===== config.mk =====
export PLATFORM = sky130hd
export DESIGN_NAME = grid_zone_pixel_count
export DESIGN_NICKNAME = d
export VERILOG_FILES = /design/src/hw/rtl/gzpc_pkg.sv /design/src/hw/rtl/gzpc_ram.sv /design/src/hw/rtl/gzpc_div.sv /design/src/hw/rtl/gzpc_front.sv /design/src/hw/rtl/gzpc_queue.sv /design/src/hw/rtl/gzpc_back.sv /design/src/hw/rtl/grid_zone_pixel_count.sv
export SDC_FILE = /design/constraint.sdc
export NUM_CORES = 2
export LEC_CHECK = 0
export ABC_AREA = 0
export BUFFER_PORTS_ARGS = -buffer_cell sky130_fd_sc_hd__buf_2
export CAP_MARGIN = 20
export CELL_PAD_IN_SITES_DETAIL_PLACEMENT = 0
export CELL_PAD_IN_SITES_GLOBAL_PLACEMENT = 2
export CORE_MARGIN = 1.5
export CORE_UTILIZATION = 52
export DETAILED_ROUTE_END_ITERATION = 7
export PLACE_DENSITY = 0.93
export SYNTH_ARGS = -nofsm -noshare
export SYNTH_HDL_FRONTEND = slang
export SYNTH_SLANG_ARGS = --single-unit

===== constraint.sdc =====
create_clock -name clk -period 20.4 [get_ports clk]
set_input_delay 0 -clock clk [delete_from_list [all_inputs] [get_ports clk]]
set_output_delay 0 -clock clk [all_outputs]
set_load 0.01 [all_outputs]

===== src/hw/rtl/gzpc_pkg.sv =====
// ----------------------------------------------------------------------------
// gzpc_pkg
// Shared types, constants and helper functions for the grid zone pixel
// counter: configuration layout, the front-to-back operation record and the
// state encodings.
// ----------------------------------------------------------------------------
`default_nettype none

package gzpc_pkg;

    // Grid and position sizing.
    localparam int GRID_MAX_SIDE = 8;
    localparam int POSITION_BITS = 12;

    localparam int SIDE_BITS = (GRID_MAX_SIDE > 1) ? $clog2(GRID_MAX_SIDE) : 1;
    localparam int SIDE_W    = SIDE_BITS + 1;
    localparam int CELL_BITS = 2 * SIDE_BITS;
    localparam int NUM_CELLS = 1 << CELL_BITS;

    localparam int POS_W = POSITION_BITS;
    localparam int EXT_W = POSITION_BITS + 1;

    // Register field widths.
    localparam int CFG_W   = 13;
    localparam int GRID_W  = 4;
    localparam int PIXEL_W = 8;
    localparam int CMP_W   = (EXT_W + 1 > CFG_W) ? EXT_W + 1 : CFG_W;

    localparam logic [CMP_W-1:0] EXT_TOP = CMP_W'(1) << POSITION_BITS;

    // Result fields.
    localparam int OUT_IDX_W   = 3;
    localparam int COUNT_W     = 25;
    localparam int OUT_FIELD_W = 2 * OUT_IDX_W + 2 * COUNT_W;
    localparam int OUT_TDATA_W = ((OUT_FIELD_W + 7) / 8) * 8;

    localparam logic [COUNT_W-1:0] COUNT_MAX = '1;

    // Operation queue.
    localparam int QUEUE_DEPTH = 4;
    localparam int QPTR_W      = $clog2(QUEUE_DEPTH);

    // Register reset values.
    localparam logic [CFG_W-1:0]   RST_FRAME_WIDTH  = CFG_W'(640);
    localparam logic [CFG_W-1:0]   RST_FRAME_HEIGHT = CFG_W'(480);
    localparam logic [GRID_W-1:0]  RST_GRID_COLUMNS = GRID_W'(5);
    localparam logic [GRID_W-1:0]  RST_GRID_ROWS    = GRID_W'(5);
    localparam logic [CFG_W-1:0]   RST_CELL_WIDTH   = CFG_W'(128);
    localparam logic [CFG_W-1:0]   RST_CELL_HEIGHT  = CFG_W'(96);
    localparam logic [PIXEL_W-1:0] RST_MATCH_VALUE  = '0;

    localparam int CFG_IDX_W = 3;

    typedef enum logic [CFG_IDX_W-1:0] {
        CFG_FRAME_WIDTH  = 3'd0,
        CFG_FRAME_HEIGHT = 3'd1,
        CFG_GRID_COLUMNS = 3'd2,
        CFG_GRID_ROWS    = 3'd3,
        CFG_CELL_WIDTH   = 3'd4,
        CFG_CELL_HEIGHT  = 3'd5,
        CFG_MATCH_VALUE  = 3'd6
    } cfg_index_t;

    typedef struct packed {
        logic [CFG_W-1:0]   frame_width;
        logic [CFG_W-1:0]   frame_height;
        logic [GRID_W-1:0]  grid_columns;
        logic [GRID_W-1:0]  grid_rows;
        logic [CFG_W-1:0]   cell_width;
        logic [CFG_W-1:0]   cell_height;
        logic [PIXEL_W-1:0] match_value;
    } cfg_t;

    // One classified pixel as handed from the front to the back.
    typedef struct packed {
        logic                 clear;   // frame start: drop counts first
        logic                 hit;     // pixel matches and lies inside the grid
        logic [CELL_BITS-1:0] idx;     // cell address, row in the upper bits
        logic                 report;  // last pixel of the frame
        logic [SIDE_W-1:0]    cols;
        logic [SIDE_W-1:0]    rows;
    } op_t;

    typedef enum logic [1:0] {
        RS_IDLE,
        RS_COL,
        RS_ROW
    } resync_state_t;

    typedef enum logic {
        BK_RUN,
        BK_REPORT
    } back_state_t;

    // Frame extent: zero acts as one, anything past the position range is capped.
    function automatic logic [EXT_W-1:0] clamp_extent(input logic [CFG_W-1:0] v);
        logic [CMP_W-1:0] wide;
        wide = CMP_W'(v);
        if (wide == '0)
            return EXT_W'(1);
        else if (wide > EXT_TOP)
            return EXT_W'(EXT_TOP);
        else
            return EXT_W'(wide);
    endfunction

    function automatic logic [SIDE_W-1:0] clamp_side(input logic [GRID_W-1:0] v);
        if (32'(v) > GRID_MAX_SIDE)
            return SIDE_W'(GRID_MAX_SIDE);
        else
            return SIDE_W'(v);
    endfunction

endpackage

`default_nettype wire


===== src/hw/rtl/gzpc_ram.sv =====
// ----------------------------------------------------------------------------
// gzpc_ram
// Generic single-write, single-read RAM with a registered read port.
// A read at the address being written returns the old contents.
// ----------------------------------------------------------------------------
`default_nettype none

module gzpc_ram #(
    parameter int WIDTH = 8,
    parameter int DEPTH = 16
) (
    input  wire logic                       clk,
    input  wire logic                       we,
    input  wire logic [$clog2(DEPTH)-1:0]   waddr,
    input  wire logic [WIDTH-1:0]           wdata,
    input  wire logic [$clog2(DEPTH)-1:0]   raddr,
    output logic [WIDTH-1:0]                rdata
);

    logic [WIDTH-1:0] mem [DEPTH];

    always_ff @(posedge clk)
    begin
        if (we)
        begin
            mem[waddr] <= wdata;
        end
        rdata <= mem[raddr];
    end

endmodule

`default_nettype wire


===== src/hw/rtl/gzpc_div.sv =====
// ----------------------------------------------------------------------------
// gzpc_div
// Restoring divider, one quotient bit per cycle. Gives a position divided by
// a cell size: the quotient capped at the grid side, and the remainder.
// ----------------------------------------------------------------------------
`default_nettype none

module gzpc_div (
    input  wire logic                          clk,
    input  wire logic                          rst_n,
    input  wire logic                          start,
    input  wire logic [gzpc_pkg::POS_W-1:0]    dividend,
    input  wire logic [gzpc_pkg::CFG_W-1:0]    divisor,
    output logic                               done,
    output logic [gzpc_pkg::SIDE_W-1:0]        quotient,
    output logic [gzpc_pkg::POS_W-1:0]         remainder
);

    import gzpc_pkg::*;

    localparam int CNT_W = $clog2(POS_W + 1);

    logic               busy_reg, busy_next;
    logic               done_reg, done_next;
    logic [CNT_W-1:0]   cnt_reg, cnt_next;
    logic [POS_W-1:0]   dvd_reg, dvd_next;
    logic [CFG_W-1:0]   dvs_reg, dvs_next;
    logic [CFG_W-1:0]   rem_reg, rem_next;
    logic [POS_W-1:0]   quo_reg, quo_next;
    logic [CFG_W:0]     trial;
    logic               fits;

    always_comb
    begin
        busy_next = busy_reg;
        done_next = 1'b0;
        cnt_next  = cnt_reg;
        dvd_next  = dvd_reg;
        dvs_next  = dvs_reg;
        rem_next  = rem_reg;
        quo_next  = quo_reg;
        trial     = {rem_reg, dvd_reg[POS_W-1]};
        fits      = trial >= {1'b0, dvs_reg};

        if (start)
        begin
            busy_next = 1'b1;
            cnt_next  = '0;
            dvd_next  = dividend;
            dvs_next  = divisor;
            rem_next  = '0;
            quo_next  = '0;
        end
        else if (busy_reg)
        begin
            rem_next = fits ? CFG_W'(trial - {1'b0, dvs_reg}) : CFG_W'(trial);
            quo_next = {quo_reg[POS_W-2:0], fits};
            dvd_next = {dvd_reg[POS_W-2:0], 1'b0};
            cnt_next = cnt_reg + 1'b1;
            if (cnt_reg == CNT_W'(POS_W - 1))
            begin
                busy_next = 1'b0;
                done_next = 1'b1;
            end
        end
    end

    always_ff @(posedge clk or negedge rst_n)
    begin
        if (!rst_n)
        begin
            busy_reg <= 1'b0;
            done_reg <= 1'b0;
            cnt_reg  <= '0;
        end
        else
        begin
            busy_reg <= busy_next;
            done_reg <= done_next;
            cnt_reg  <= cnt_next;
        end
    end

    always_ff @(posedge clk)
    begin
        dvd_reg <= dvd_next;
        dvs_reg <= dvs_next;
        rem_reg <= rem_next;
        quo_reg <= quo_next;
    end

    assign done      = done_reg;
    assign quotient  = (quo_reg >= POS_W'(GRID_MAX_SIDE)) ? SIDE_W'(GRID_MAX_SIDE)
                                                         : SIDE_W'(quo_reg);
    assign remainder = POS_W'(rem_reg);

endmodule

`default_nettype wire


===== src/hw/rtl/gzpc_front.sv =====
// ----------------------------------------------------------------------------
// gzpc_front
// Accepts pixels, tracks the raster position and the cell it falls in, and
// turns each pixel into one operation for the back end. The cell is kept
// as a running quotient and remainder per axis; after a cell size change
// both are rebuilt with the divider before the next pixel is taken.
// ----------------------------------------------------------------------------
`default_nettype none

module gzpc_front (
    input  wire logic                           clk,
    input  wire logic                           rst_n,
    input  wire logic                           s_tvalid,
    output logic                                s_tready,
    input  wire logic [gzpc_pkg::PIXEL_W-1:0]   s_tdata,
    input  wire logic                           s_tuser,
    input  wire gzpc_pkg::cfg_t                 cfg,
    input  wire logic                           resync_req,
    input  wire logic                           q_full,
    output logic                                q_push,
    output gzpc_pkg::op_t                       q_op
);

    import gzpc_pkg::*;

    resync_state_t      rs_reg, rs_next;

    logic [POS_W-1:0]   col_pos_reg, col_pos_next;
    logic [POS_W-1:0]   row_pos_reg, row_pos_next;
    logic [POS_W-1:0]   col_rem_reg, col_rem_next;
    logic [POS_W-1:0]   row_rem_reg, row_rem_next;
    logic [SIDE_W-1:0]  cx_reg, cx_next;
    logic [SIDE_W-1:0]  cy_reg, cy_next;

    logic               div_start;
    logic [POS_W-1:0]   div_dividend;
    logic [CFG_W-1:0]   div_divisor;
    logic               div_done;
    logic [SIDE_W-1:0]  div_quotient;
    logic [POS_W-1:0]   div_remainder;
    logic               col_load;
    logic               row_load;

    logic               accept;
    logic [EXT_W-1:0]   width_c;
    logic [EXT_W-1:0]   height_c;
    logic [SIDE_W-1:0]  cols_c;
    logic [SIDE_W-1:0]  rows_c;
    logic [POS_W-1:0]   col0, row0, crem0, rrem0;
    logic [SIDE_W-1:0]  cx0, cy0;
    logic [EXT_W-1:0]   col_inc, row_inc, crem_inc, rrem_inc;
    logic               line_end;
    logic               frame_end;

    gzpc_div u_div (
        .clk       (clk),
        .rst_n     (rst_n),
        .start     (div_start),
        .dividend  (div_dividend),
        .divisor   (div_divisor),
        .done      (div_done),
        .quotient  (div_quotient),
        .remainder (div_remainder)
    );

    // Resync sequencer: next state.
    always_comb
    begin
        rs_next = rs_reg;
        if (resync_req)
        begin
            rs_next = RS_COL;
        end
        else
        begin
            unique case (rs_reg)
                RS_IDLE: rs_next = RS_IDLE;
                RS_COL:  if (div_done) rs_next = RS_ROW;
                RS_ROW:  if (div_done) rs_next = RS_IDLE;
                default: rs_next = RS_IDLE;
            endcase
        end
    end

    // Resync sequencer: outputs.
    always_comb
    begin
        div_start    = 1'b0;
        div_dividend = col_pos_reg;
        div_divisor  = cfg.cell_width;
        col_load     = 1'b0;
        row_load     = 1'b0;
        priority if (resync_req)
        begin
            div_start = 1'b1;
        end
        else if (rs_reg == RS_COL && div_done)
        begin
            div_start    = 1'b1;
            div_dividend = row_pos_reg;
            div_divisor  = cfg.cell_height;
            col_load     = 1'b1;
        end
        else if (rs_reg == RS_ROW && div_done)
        begin
            row_load = 1'b1;
        end
        else
        begin
            row_load = 1'b0;
        end
    end

    assign s_tready = (rs_reg == RS_IDLE) && !resync_req && !q_full;
    assign accept   = s_tvalid && s_tready;

    // Pixel classification and position stepping.
    always_comb
    begin
        width_c  = clamp_extent(cfg.frame_width);
        height_c = clamp_extent(cfg.frame_height);
        cols_c   = clamp_side(cfg.grid_columns);
        rows_c   = clamp_side(cfg.grid_rows);

        col0  = s_tuser ? '0 : col_pos_reg;
        row0  = s_tuser ? '0 : row_pos_reg;
        crem0 = s_tuser ? '0 : col_rem_reg;
        rrem0 = s_tuser ? '0 : row_rem_reg;
        cx0   = s_tuser ? '0 : cx_reg;
        cy0   = s_tuser ? '0 : cy_reg;

        col_inc  = EXT_W'(col0) + 1'b1;
        row_inc  = EXT_W'(row0) + 1'b1;
        crem_inc = EXT_W'(crem0) + 1'b1;
        rrem_inc = EXT_W'(rrem0) + 1'b1;

        line_end  = col_inc >= width_c;
        frame_end = line_end && (row_inc >= height_c);

        q_op.clear  = s_tuser;
        q_op.hit    = (s_tdata == cfg.match_value) && (cfg.cell_width != '0)
                      && (cfg.cell_height != '0) && (cx0 < cols_c) && (cy0 < rows_c);
        q_op.idx    = {cy0[SIDE_BITS-1:0], cx0[SIDE_BITS-1:0]};
        q_op.report = frame_end;
        q_op.cols   = cols_c;
        q_op.rows   = rows_c;
        q_push      = accept;

        col_pos_next = col_pos_reg;
        row_pos_next = row_pos_reg;
        col_rem_next = col_rem_reg;
        row_rem_next = row_rem_reg;
        cx_next      = cx_reg;
        cy_next      = cy_reg;

        if (col_load)
        begin
            cx_next      = div_quotient;
            col_rem_next = div_remainder;
        end
        if (row_load)
        begin
            cy_next      = div_quotient;
            row_rem_next = div_remainder;
        end

        if (accept)
        begin
            if (line_end)
            begin
                col_pos_next = '0;
                col_rem_next = '0;
                cx_next      = '0;
                if (frame_end)
                begin
                    row_pos_next = '0;
                    row_rem_next = '0;
                    cy_next      = '0;
                end
                else
                begin
                    row_pos_next = POS_W'(row_inc);
                    if (CMP_W'(rrem_inc) == CMP_W'(cfg.cell_height))
                    begin
                        row_rem_next = '0;
                        cy_next = (cy0 >= SIDE_W'(GRID_MAX_SIDE)) ? cy0 : cy0 + 1'b1;
                    end
                    else
                    begin
                        row_rem_next = POS_W'(rrem_inc);
                        cy_next      = cy0;
                    end
                end
            end
            else
            begin
                col_pos_next = POS_W'(col_inc);
                row_pos_next = row0;
                row_rem_next = rrem0;
                cy_next      = cy0;
                if (CMP_W'(crem_inc) == CMP_W'(cfg.cell_width))
                begin
                    col_rem_next = '0;
                    cx_next = (cx0 >= SIDE_W'(GRID_MAX_SIDE)) ? cx0 : cx0 + 1'b1;
                end
                else
                begin
                    col_rem_next = POS_W'(crem_inc);
                    cx_next      = cx0;
                end
            end
        end
    end

    always_ff @(posedge clk or negedge rst_n)
    begin
        if (!rst_n)
        begin
            rs_reg      <= RS_IDLE;
            col_pos_reg <= '0;
            row_pos_reg <= '0;
            col_rem_reg <= '0;
            row_rem_reg <= '0;
            cx_reg      <= '0;
            cy_reg      <= '0;
        end
        else
        begin
            rs_reg      <= rs_next;
            col_pos_reg <= col_pos_next;
            row_pos_reg <= row_pos_next;
            col_rem_reg <= col_rem_next;
            row_rem_reg <= row_rem_next;
            cx_reg      <= cx_next;
            cy_reg      <= cy_next;
        end
    end

endmodule

`default_nettype wire


===== src/hw/rtl/gzpc_queue.sv =====
// ----------------------------------------------------------------------------
// gzpc_queue
// Short first-in first-out queue of operations between front and back.
// ----------------------------------------------------------------------------
`default_nettype none

module gzpc_queue (
    input  wire logic             clk,
    input  wire logic             rst_n,
    input  wire logic             push,
    input  wire gzpc_pkg::op_t    op_in,
    output logic                  full,
    input  wire logic             pop,
    output gzpc_pkg::op_t         op_out,
    output logic                  empty
);

    import gzpc_pkg::*;

    op_t                entry_reg [QUEUE_DEPTH];
    logic [QPTR_W-1:0]  wr_ptr_reg, wr_ptr_next;
    logic [QPTR_W-1:0]  rd_ptr_reg, rd_ptr_next;
    logic [QPTR_W:0]    count_reg, count_next;

    assign full   = count_reg == (QPTR_W + 1)'(QUEUE_DEPTH);
    assign empty  = count_reg == '0;
    assign op_out = entry_reg[rd_ptr_reg];

    always_comb
    begin
        wr_ptr_next = push ? QPTR_W'(32'(wr_ptr_reg) + 1) : wr_ptr_reg;
        rd_ptr_next = pop  ? QPTR_W'(32'(rd_ptr_reg) + 1) : rd_ptr_reg;
        count_next  = count_reg + (QPTR_W + 1)'(push) - (QPTR_W + 1)'(pop);
    end

    always_ff @(posedge clk or negedge rst_n)
    begin
        if (!rst_n)
        begin
            wr_ptr_reg <= '0;
            rd_ptr_reg <= '0;
            count_reg  <= '0;
        end
        else
        begin
            wr_ptr_reg <= wr_ptr_next;
            rd_ptr_reg <= rd_ptr_next;
            count_reg  <= count_next;
        end
    end

    always_ff @(posedge clk)
    begin
        if (push)
        begin
            entry_reg[wr_ptr_reg] <= op_in;
        end
    end

endmodule

`default_nettype wire


===== src/hw/rtl/gzpc_back.sv =====
// ----------------------------------------------------------------------------
// gzpc_back
// Carries out the operations: read-modify-write of the cell counts in RAM,
// the running largest count, and the end-of-frame report sweep that feeds
// the output register. A valid bit per cell stands in for clearing the RAM.
// ----------------------------------------------------------------------------
`default_nettype none

module gzpc_back (
    input  wire logic                                clk,
    input  wire logic                                rst_n,
    input  wire logic                                q_empty,
    input  wire gzpc_pkg::op_t                       q_op,
    output logic                                     q_pop,
    output logic                                     m_tvalid,
    input  wire logic                                m_tready,
    output logic [gzpc_pkg::OUT_TDATA_W-1:0]         m_tdata,
    output logic                                     m_tlast
);

    import gzpc_pkg::*;

    back_state_t            state_reg, state_next;

    // Update stage: the operation whose count is arriving from RAM.
    logic                   b_valid_reg;
    op_t                    b_op_reg;

    // Last write, for a read that raced it at the same edge.
    logic                   lw_valid_reg, lw_valid_next;
    logic [CELL_BITS-1:0]   lw_idx_reg;
    logic [COUNT_W-1:0]     lw_cnt_reg;

    logic [NUM_CELLS-1:0]   valid_reg, valid_next;
    logic [COUNT_W-1:0]     largest_reg, largest_next;

    // Report sweep.
    logic [SIDE_BITS-1:0]   rep_r_reg, rep_c_reg;
    logic [SIDE_W-1:0]      rep_cols_reg, rep_rows_reg;
    logic                   issued_all_reg;
    logic                   rd_pend_reg;
    logic [SIDE_BITS-1:0]   pend_r_reg, pend_c_reg;
    logic                   pend_last_reg;

    // Output register.
    logic                   out_valid_reg, out_valid_next;
    logic [OUT_IDX_W-1:0]   out_col_reg, out_row_reg;
    logic [COUNT_W-1:0]     out_cnt_reg, out_big_reg;
    logic                   out_last_reg;

    logic [CELL_BITS-1:0]   raddr;
    logic [COUNT_W-1:0]     rdata;
    logic                   issue;
    logic                   rep_last;
    logic                   hit_wr;
    logic                   report_begin;
    logic                   report_empty;
    logic                   report_done;
    logic [COUNT_W-1:0]     old_cnt;
    logic [COUNT_W-1:0]     new_cnt;
    logic [COUNT_W-1:0]     largest_base;
    logic [COUNT_W-1:0]     rep_cnt;

    gzpc_ram #(
        .WIDTH (COUNT_W),
        .DEPTH (NUM_CELLS)
    ) u_count_ram (
        .clk   (clk),
        .we    (hit_wr),
        .waddr (b_op_reg.idx),
        .wdata (new_cnt),
        .raddr (raddr),
        .rdata (rdata)
    );

    assign hit_wr       = b_valid_reg && b_op_reg.hit;
    assign report_begin = b_valid_reg && b_op_reg.report
                          && (b_op_reg.cols != '0) && (b_op_reg.rows != '0);
    assign report_empty = b_valid_reg && b_op_reg.report
                          && ((b_op_reg.cols == '0) || (b_op_reg.rows == '0));
    assign report_done  = rd_pend_reg && pend_last_reg;
    assign rep_last     = (SIDE_W'(rep_r_reg) + 1'b1 == rep_rows_reg)
                          && (SIDE_W'(rep_c_reg) + 1'b1 == rep_cols_reg);

    // State machine: next state.
    always_comb
    begin
        state_next = state_reg;
        unique case (state_reg)
            BK_RUN:    if (report_begin) state_next = BK_REPORT;
            BK_REPORT: if (report_done) state_next = BK_RUN;
            default:   state_next = BK_RUN;
        endcase
    end

    // State machine: outputs. No operation follows a report into the update
    // stage until the sweep is over.
    always_comb
    begin
        q_pop = 1'b0;
        issue = 1'b0;
        raddr = q_op.idx;
        unique case (state_reg)
            BK_RUN:
            begin
                q_pop = !q_empty && !(b_valid_reg && b_op_reg.report);
            end
            BK_REPORT:
            begin
                raddr = {rep_r_reg, rep_c_reg};
                issue = !rd_pend_reg && !issued_all_reg && (!out_valid_reg || m_tready);
            end
            default:
            begin
                q_pop = 1'b0;
            end
        endcase
    end

    // Count update and frame bookkeeping.
    always_comb
    begin
        if (b_op_reg.clear)
            old_cnt = '0;
        else if (lw_valid_reg && (lw_idx_reg == b_op_reg.idx))
            old_cnt = lw_cnt_reg;
        else if (valid_reg[b_op_reg.idx])
            old_cnt = rdata;
        else
            old_cnt = '0;

        new_cnt      = (old_cnt == COUNT_MAX) ? old_cnt : old_cnt + 1'b1;
        largest_base = (b_valid_reg && b_op_reg.clear) ? '0 : largest_reg;
        largest_next = largest_base;
        if (hit_wr && (new_cnt > largest_base))
            largest_next = new_cnt;

        valid_next = valid_reg;
        if (b_valid_reg && b_op_reg.clear)
            valid_next = '0;
        if (hit_wr)
            valid_next[b_op_reg.idx] = 1'b1;

        // The frame's counts are dropped once they have been reported.
        if (report_empty || report_done)
        begin
            valid_next   = '0;
            largest_next = '0;
        end

        lw_valid_next = hit_wr && !b_op_reg.report;

        rep_cnt = valid_reg[{pend_r_reg, pend_c_reg}] ? rdata : '0;

        out_valid_next = out_valid_reg && !m_tready;
        if (rd_pend_reg)
            out_valid_next = 1'b1;
    end

    always_ff @(posedge clk or negedge rst_n)
    begin
        if (!rst_n)
        begin
            state_reg      <= BK_RUN;
            b_valid_reg    <= 1'b0;
            lw_valid_reg   <= 1'b0;
            valid_reg      <= '0;
            largest_reg    <= '0;
            rep_r_reg      <= '0;
            rep_c_reg      <= '0;
            rep_cols_reg   <= '0;
            rep_rows_reg   <= '0;
            issued_all_reg <= 1'b0;
            rd_pend_reg    <= 1'b0;
            out_valid_reg  <= 1'b0;
        end
        else
        begin
            state_reg     <= state_next;
            b_valid_reg   <= q_pop;
            lw_valid_reg  <= lw_valid_next;
            valid_reg     <= valid_next;
            largest_reg   <= largest_next;
            rd_pend_reg   <= issue;
            out_valid_reg <= out_valid_next;

            if (report_begin)
            begin
                rep_r_reg      <= '0;
                rep_c_reg      <= '0;
                rep_cols_reg   <= b_op_reg.cols;
                rep_rows_reg   <= b_op_reg.rows;
                issued_all_reg <= 1'b0;
            end
            else if (issue)
            begin
                if (rep_last)
                begin
                    issued_all_reg <= 1'b1;
                end
                else if (SIDE_W'(rep_c_reg) + 1'b1 == rep_cols_reg)
                begin
                    rep_c_reg <= '0;
                    rep_r_reg <= rep_r_reg + 1'b1;
                end
                else
                begin
                    rep_c_reg <= rep_c_reg + 1'b1;
                end
            end
        end
    end

    always_ff @(posedge clk)
    begin
        if (q_pop)
            b_op_reg <= q_op;
        if (hit_wr)
        begin
            lw_idx_reg <= b_op_reg.idx;
            lw_cnt_reg <= new_cnt;
        end
        if (issue)
        begin
            pend_r_reg    <= rep_r_reg;
            pend_c_reg    <= rep_c_reg;
            pend_last_reg <= rep_last;
        end
        if (rd_pend_reg)
        begin
            out_col_reg  <= OUT_IDX_W'(pend_c_reg);
            out_row_reg  <= OUT_IDX_W'(pend_r_reg);
            out_cnt_reg  <= rep_cnt;
            out_big_reg  <= largest_reg;
            out_last_reg <= pend_last_reg;
        end
    end

    assign m_tvalid = out_valid_reg;
    assign m_tlast  = out_last_reg;
    assign m_tdata  = OUT_TDATA_W'({out_big_reg, out_cnt_reg, out_row_reg, out_col_reg});

    // A report read only lands in an empty output register.
    a_pend_lands_free: assert property (@(posedge clk) disable iff (!rst_n)
        rd_pend_reg |-> !out_valid_reg)
        else $error("report data arrived while the output register was occupied");

    a_pend_in_report: assert property (@(posedge clk) disable iff (!rst_n)
        rd_pend_reg |-> state_reg == BK_REPORT)
        else $error("report read outstanding outside the report sweep");

    a_report_isolated: assert property (@(posedge clk) disable iff (!rst_n)
        (b_valid_reg && b_op_reg.report) |=> !b_valid_reg)
        else $error("an operation entered the update stage right behind a report");

    a_counts_dropped: assert property (@(posedge clk) disable iff (!rst_n)
        report_done |=> (valid_reg == '0) && (largest_reg == '0))
        else $error("counts survived the end of the report sweep");

endmodule

`default_nettype wire


===== src/hw/rtl/grid_zone_pixel_count.sv =====
// ----------------------------------------------------------------------------
// grid_zone_pixel_count
// Counts matching mask pixels per cell of a configurable grid and reports
// every cell's count, with the frame's largest count, after the last pixel.
// ----------------------------------------------------------------------------
// Throughput: one pixel per clock while no cell size rebuild is in progress and
//   the operation queue (four entries) has room; the queue fills when the back
//   end is held in a report sweep.
// Reporting: the last pixel's operation passes the queue and the update stage;
//   the sweep then reads each cell's count into the output register, one read
//   in flight at a time, paced by the registered read of the count RAM.
// A write to cell_width or cell_height holds off input while the divider rebuilds
//   the cell indexes, first the column index, then the row index.
// Reset: all counts, positions and configuration registers take their reset values at once;
//   there is no clearing pass, so the block accepts pixels right after reset.
`default_nettype none

module grid_zone_pixel_count (
    input  wire logic                                clk,
    input  wire logic                                rst_n,

    // Pixel stream in.
    input  wire logic                                s_tvalid,
    output logic                                     s_tready,
    input  wire logic [gzpc_pkg::PIXEL_W-1:0]        s_tdata,   // [7:0] pixel_value
    input  wire logic                                s_tuser,   // [0] frame_start

    // Cell report stream out.
    output logic                                     m_tvalid,
    input  wire logic                                m_tready,
    // [2:0] cell_column, [5:3] cell_row, [30:6] match_count, [55:31] largest_count
    output logic [gzpc_pkg::OUT_TDATA_W-1:0]         m_tdata,
    output logic                                     m_tlast,   // last_cell

    // Register write port.
    input  wire logic                                cfg_wr_en,
    input  wire logic [gzpc_pkg::CFG_IDX_W-1:0]      cfg_index,
    input  wire logic [gzpc_pkg::CFG_W-1:0]          cfg_wdata
);

    import gzpc_pkg::*;

    cfg_t   cfg_reg, cfg_next;
    logic   resync_reg, resync_next;

    logic   q_push;
    op_t    q_in;
    logic   q_full;
    logic   q_pop;
    op_t    q_out;
    logic   q_empty;

    // Register writes. A new cell size invalidates the front's running cell
    // indexes; the rebuild starts the cycle after the write, once the new
    // value is in its register.
    always_comb
    begin
        cfg_next    = cfg_reg;
        resync_next = 1'b0;
        if (cfg_wr_en)
        begin
            unique case (cfg_index)
                CFG_FRAME_WIDTH:  cfg_next.frame_width  = cfg_wdata;
                CFG_FRAME_HEIGHT: cfg_next.frame_height = cfg_wdata;
                CFG_GRID_COLUMNS: cfg_next.grid_columns = GRID_W'(cfg_wdata);
                CFG_GRID_ROWS:    cfg_next.grid_rows    = GRID_W'(cfg_wdata);
                CFG_CELL_WIDTH:
                begin
                    cfg_next.cell_width = cfg_wdata;
                    resync_next         = 1'b1;
                end
                CFG_CELL_HEIGHT:
                begin
                    cfg_next.cell_height = cfg_wdata;
                    resync_next          = 1'b1;
                end
                CFG_MATCH_VALUE:  cfg_next.match_value  = PIXEL_W'(cfg_wdata);
                default:          cfg_next = cfg_reg;
            endcase
        end
    end

    always_ff @(posedge clk or negedge rst_n)
    begin
        if (!rst_n)
        begin
            cfg_reg.frame_width  <= RST_FRAME_WIDTH;
            cfg_reg.frame_height <= RST_FRAME_HEIGHT;
            cfg_reg.grid_columns <= RST_GRID_COLUMNS;
            cfg_reg.grid_rows    <= RST_GRID_ROWS;
            cfg_reg.cell_width   <= RST_CELL_WIDTH;
            cfg_reg.cell_height  <= RST_CELL_HEIGHT;
            cfg_reg.match_value  <= RST_MATCH_VALUE;
            resync_reg           <= 1'b0;
        end
        else
        begin
            cfg_reg    <= cfg_next;
            resync_reg <= resync_next;
        end
    end

    // Front: position tracking and pixel classification.
    gzpc_front u_front (
        .clk        (clk),
        .rst_n      (rst_n),
        .s_tvalid   (s_tvalid),
        .s_tready   (s_tready),
        .s_tdata    (s_tdata),
        .s_tuser    (s_tuser),
        .cfg        (cfg_reg),
        .resync_req (resync_reg),
        .q_full     (q_full),
        .q_push     (q_push),
        .q_op       (q_in)
    );

    // Decoupling queue: lets pixels keep flowing while the back end is busy
    // with a report or the output side stalls.
    gzpc_queue u_queue (
        .clk    (clk),
        .rst_n  (rst_n),
        .push   (q_push),
        .op_in  (q_in),
        .full   (q_full),
        .pop    (q_pop),
        .op_out (q_out),
        .empty  (q_empty)
    );

    // Back: count RAM, largest count and the report sweep.
    gzpc_back u_back (
        .clk      (clk),
        .rst_n    (rst_n),
        .q_empty  (q_empty),
        .q_op     (q_out),
        .q_pop    (q_pop),
        .m_tvalid (m_tvalid),
        .m_tready (m_tready),
        .m_tdata  (m_tdata),
        .m_tlast  (m_tlast)
    );

endmodule

`default_nettype wire


==> results.md <==
* Status: complete, no violations
* Pin count of the biggest net entering global routing at 137
* Net Sw Power at 5.346 mW
* WS Path Type: flip-flop to flip-flop
* Sequential share of power at 0.389
* Crit-path slowest cell: edfxtp_1
* FP Rows at 149
* Total Power at 14.95 mW
* Post-cts hold buffer count at 34
* Total number of yosys warnings at 0
* Die X at 411.4 um
* Sink Count at 2104
* Via count at 49750
* DRC viols at 0
* Full die area at 169300 sq um
* CTS buffer count at 202
* Port Buffer Count at 88
* Switching share of power at 0.3576
* Number of global-route vias before repair at 49530
* Worst Hold Class: input port to flip-flop
* Worst VDD drop at 0.0001449 V
* CTS tree: built
* Reg-to-reg endpoint: u_back.largest_reg[18]
* Worst rel slew slack at 0.1713
* Clock skew at 0.07651 ns
* Initial Util at 0.5246
* Number of synthesized flops with an enable pin at 1805
* Core region area at 165400 sq um
* Post-route minimum period at 9.021 ns
* Final worst-path cycle share at 0.4422
* Setup crit end kind: flip-flop
* Post-synthesis sequential area ratio at 0.7084
* CP max stage delay at 1.06 ns
* Synth unique cells at 96
* Hold Path Sink: cfg_reg[63]
* RSZ-0062 raised after global routing: false
* RePlAce Congestion at 0.8805
* Path depth of the worst reg2reg path at 28
* Post-CTS Setup Inserts at 0
* Root buf cell: clkbuf_16
* Grt ovf at 0
* Leak Pwr at 33.57 nW
* Total Nets Final at 5419
* Final Hold Fails at 0
* Critical Path Start: u_back.b_op_reg[9]
* GR Util All Layers at 0.2756
* Area growth, synth to finish at 12.70%
* IO Count at 89
* Setup crit start kind: flip-flop
* Initial antenna violation count at 4
* Cell Area, Synth at 86740 sq um
* Critical path peak fanout at 67
* Layout cells sized above 1 at 0.2206
* Setup TNS at 0 ns
* Most frequent cells in the layout: edfxtp_1 (1805), mux4_2 (444), nand2_1 (423)
* Wire per inst at 30.42 um
* Post-Syn Nets at 5219
* Fmax achieved at 0.1109 GHz
* Critical path required time at 21.07 ns
* Global-route wire length before repair at 337.7 mm
* Final setup viols at 0
* Crit path DAT at 9.69 ns
* Largest buffer count on any clock path at 3
* Worst reg2reg setup slack at 11.38 ns
* Avg Synthesized Cell Area at 17.01 sq um
* Chip Height at 411.4 um
* Hold depth at 3
* DP Wirelength at 127.6 mm
* Register bit total from synthesis at 2104
* Post_cts resized at 0
* H-tree levels at 4
* Largest register FFs at 1600
* Reg clk slew, reported paths at 0.07 ns
* Most common cell after layout, fill and taps aside: edfxtp_1
* Clock power frac at 0.251
* Crit-path most repeated cell: a21o_1
* Mapped Cells at 5101
* Pwr Density at 152.9 nW/um^2
* Worst slew pin tran at 1.242 ns
* Fin. max-slew vios at 0
* Drt total wl at 233.2 mm
* DR iter-0 viols at 5817
* DR pass1 iterations at 8
* DR vias/cell at 6.488
* Max-Cap Viols at 0
* Comb power frac at 0.359
* Main flop type after synthesis: edfxtp_1
* R2r startpoint: u_back.b_op_reg[9]
* Routed Antenna Nets at 0
* Skew-Pair Late Insertion Delay at 0.86 ns
* Int Pwr at 9.602 mW
* Share of synthesized registers carrying an async set or reset at 0.1183
* Hold Startpoint: cfg_wdata[8]
==> through the flow <==
| stage | setup WS, ns | std cells | cell area (sq um) | utilization | hold slack (ns) |
|---|---|---|---|---|---|
| after floorplan | 12.39 | 5101 | 86740 | - | -0.2956 |
| after global placement | 11.68 | 7247 | 90600 | 0.5479 | 0.1373 |
| after detailed placement | 11.56 | 7247 | 90600 | 0.5479 | 0.1366 |
| after CTS | 11.53 | 7661 | 97670 | 0.5907 | 0.009941 |
| after global routing | 10.82 | 7666 | 97750 | 0.5911 | 0.04354 |
| final | 11.38 | 7668 | 97760 | 0.5912 | 0.07079 |
==> how the worst max path moves through the flow <==
| stage | to | slack [ns] | depth (start not counted) |
|---|---|---|---|
| after floorplan | u_back.largest_reg[14] | 12.39 | 31 |
| after global placement | u_back.largest_reg[18] | 11.68 | 28 |
| after detailed placement | u_back.largest_reg[18] | 11.56 | 28 |
| after CTS | u_back.largest_reg[18] | 11.53 | 28 |
| after global routing | u_back.largest_reg[18] | 10.82 | 28 |
| final | u_back.largest_reg[18] | 11.38 | 28 |
==> metal layers <==
| metal | global-route usage | vias up | wire, um |
|---|---|---|---|
| met4 | 0.1146 | 2 | 10080 |
| met5 | 0 | - | 20 |
| met1 | 0.3664 | 25760 | 87940 |
| met3 | 0.05457 | 500 | 21920 |
| met2 | 0.4474 | 2881 | 113300 |
| li1 | - | 20610 | - |
==> Yosys cell counts (23+ instances only) <==
library cell,count,area share
mux2_2,78,0.010
a22o_1,30,0.0030
edfxtp_1,1805,0.62
nand2b_1,26,0.0019
mux2i_1,41,0.0047
nor3_1,27,0.0016
a21oi_1,210,0.012
inv_1,68,0.0029
xor2_1,50,0.0050
and2_1,133,0.0096
ha_1,86,0.012
nand3_1,64,0.0037
xnor2_1,58,0.0059
a31oi_1,67,0.0048
o21ai_0,89,0.0051
buf_1,37,0.0016
dfrtp_1,236,0.068
nand2_1,425,0.018
clkbuf_1,184,0.0080
nor4_1,23,0.0017
nor2_1,263,0.011
nand4_1,29,0.0021
a21o_1,36,0.0031
mux4_2,444,0.12
nor2b_1,34,0.0025
a211oi_1,129,0.011
buf_2,55,0.0032
dfxtp_1,50,0.012
a311oi_1,51,0.0051
==> critical path, delay by kind of cell, from the launching register on <==
family / cells / cell delay [ns]
AOI/OAI and AO/OA: 13 / 2.95
xor gates and xnor gates: 1 / 0.16
adders and majority gates: 2 / 0.65
buffers and inverters: 3 / 1.27
DFF: 1 / 1.06
muxes: 1 / 0.61
and+or+nand+nor: 8 / 2.08
==> layout make-up <==
| class | count | area, sq um |
|---|---|---|
| fillers | 11790 | 67600 |
| flip-flops and latches | 2104 | 61450 |
| multi-input cells | 2641 | 24450 |
| clock buffers | 264 | 5440 |
| well taps | 2189 | 2739 |
| repair buffers | 284 | 2140 |
| clock inverters | 116 | 1274 |
| inverters | 68 | 255.2 |
| diodes | 2 | 5.005 |
==> cells by family after synthesis <==
kind of cell    Yosys count  share of synthesized area
simple gates           1134                    0.06256
compound gates          747                    0.05788
xor+xnor                109                    0.01109
buf+inv                 356                    0.01706
flops                  2104                     0.7084
fa+ha+maj                88                    0.01287
mux                     563                     0.1301
==> power groups by stage <==
stage	clock network (mW)	logic (mW)	registers, mW
floorplan	0	3.57	5.75
global placement	0	5.22	5.88
detailed placement	0	5.30	5.89
CTS	3.79	5.35	5.81
global route	3.96	5.71	5.84
finish	3.76	5.37	5.82
Note: power is estimated with default switching activity, not from simulation.
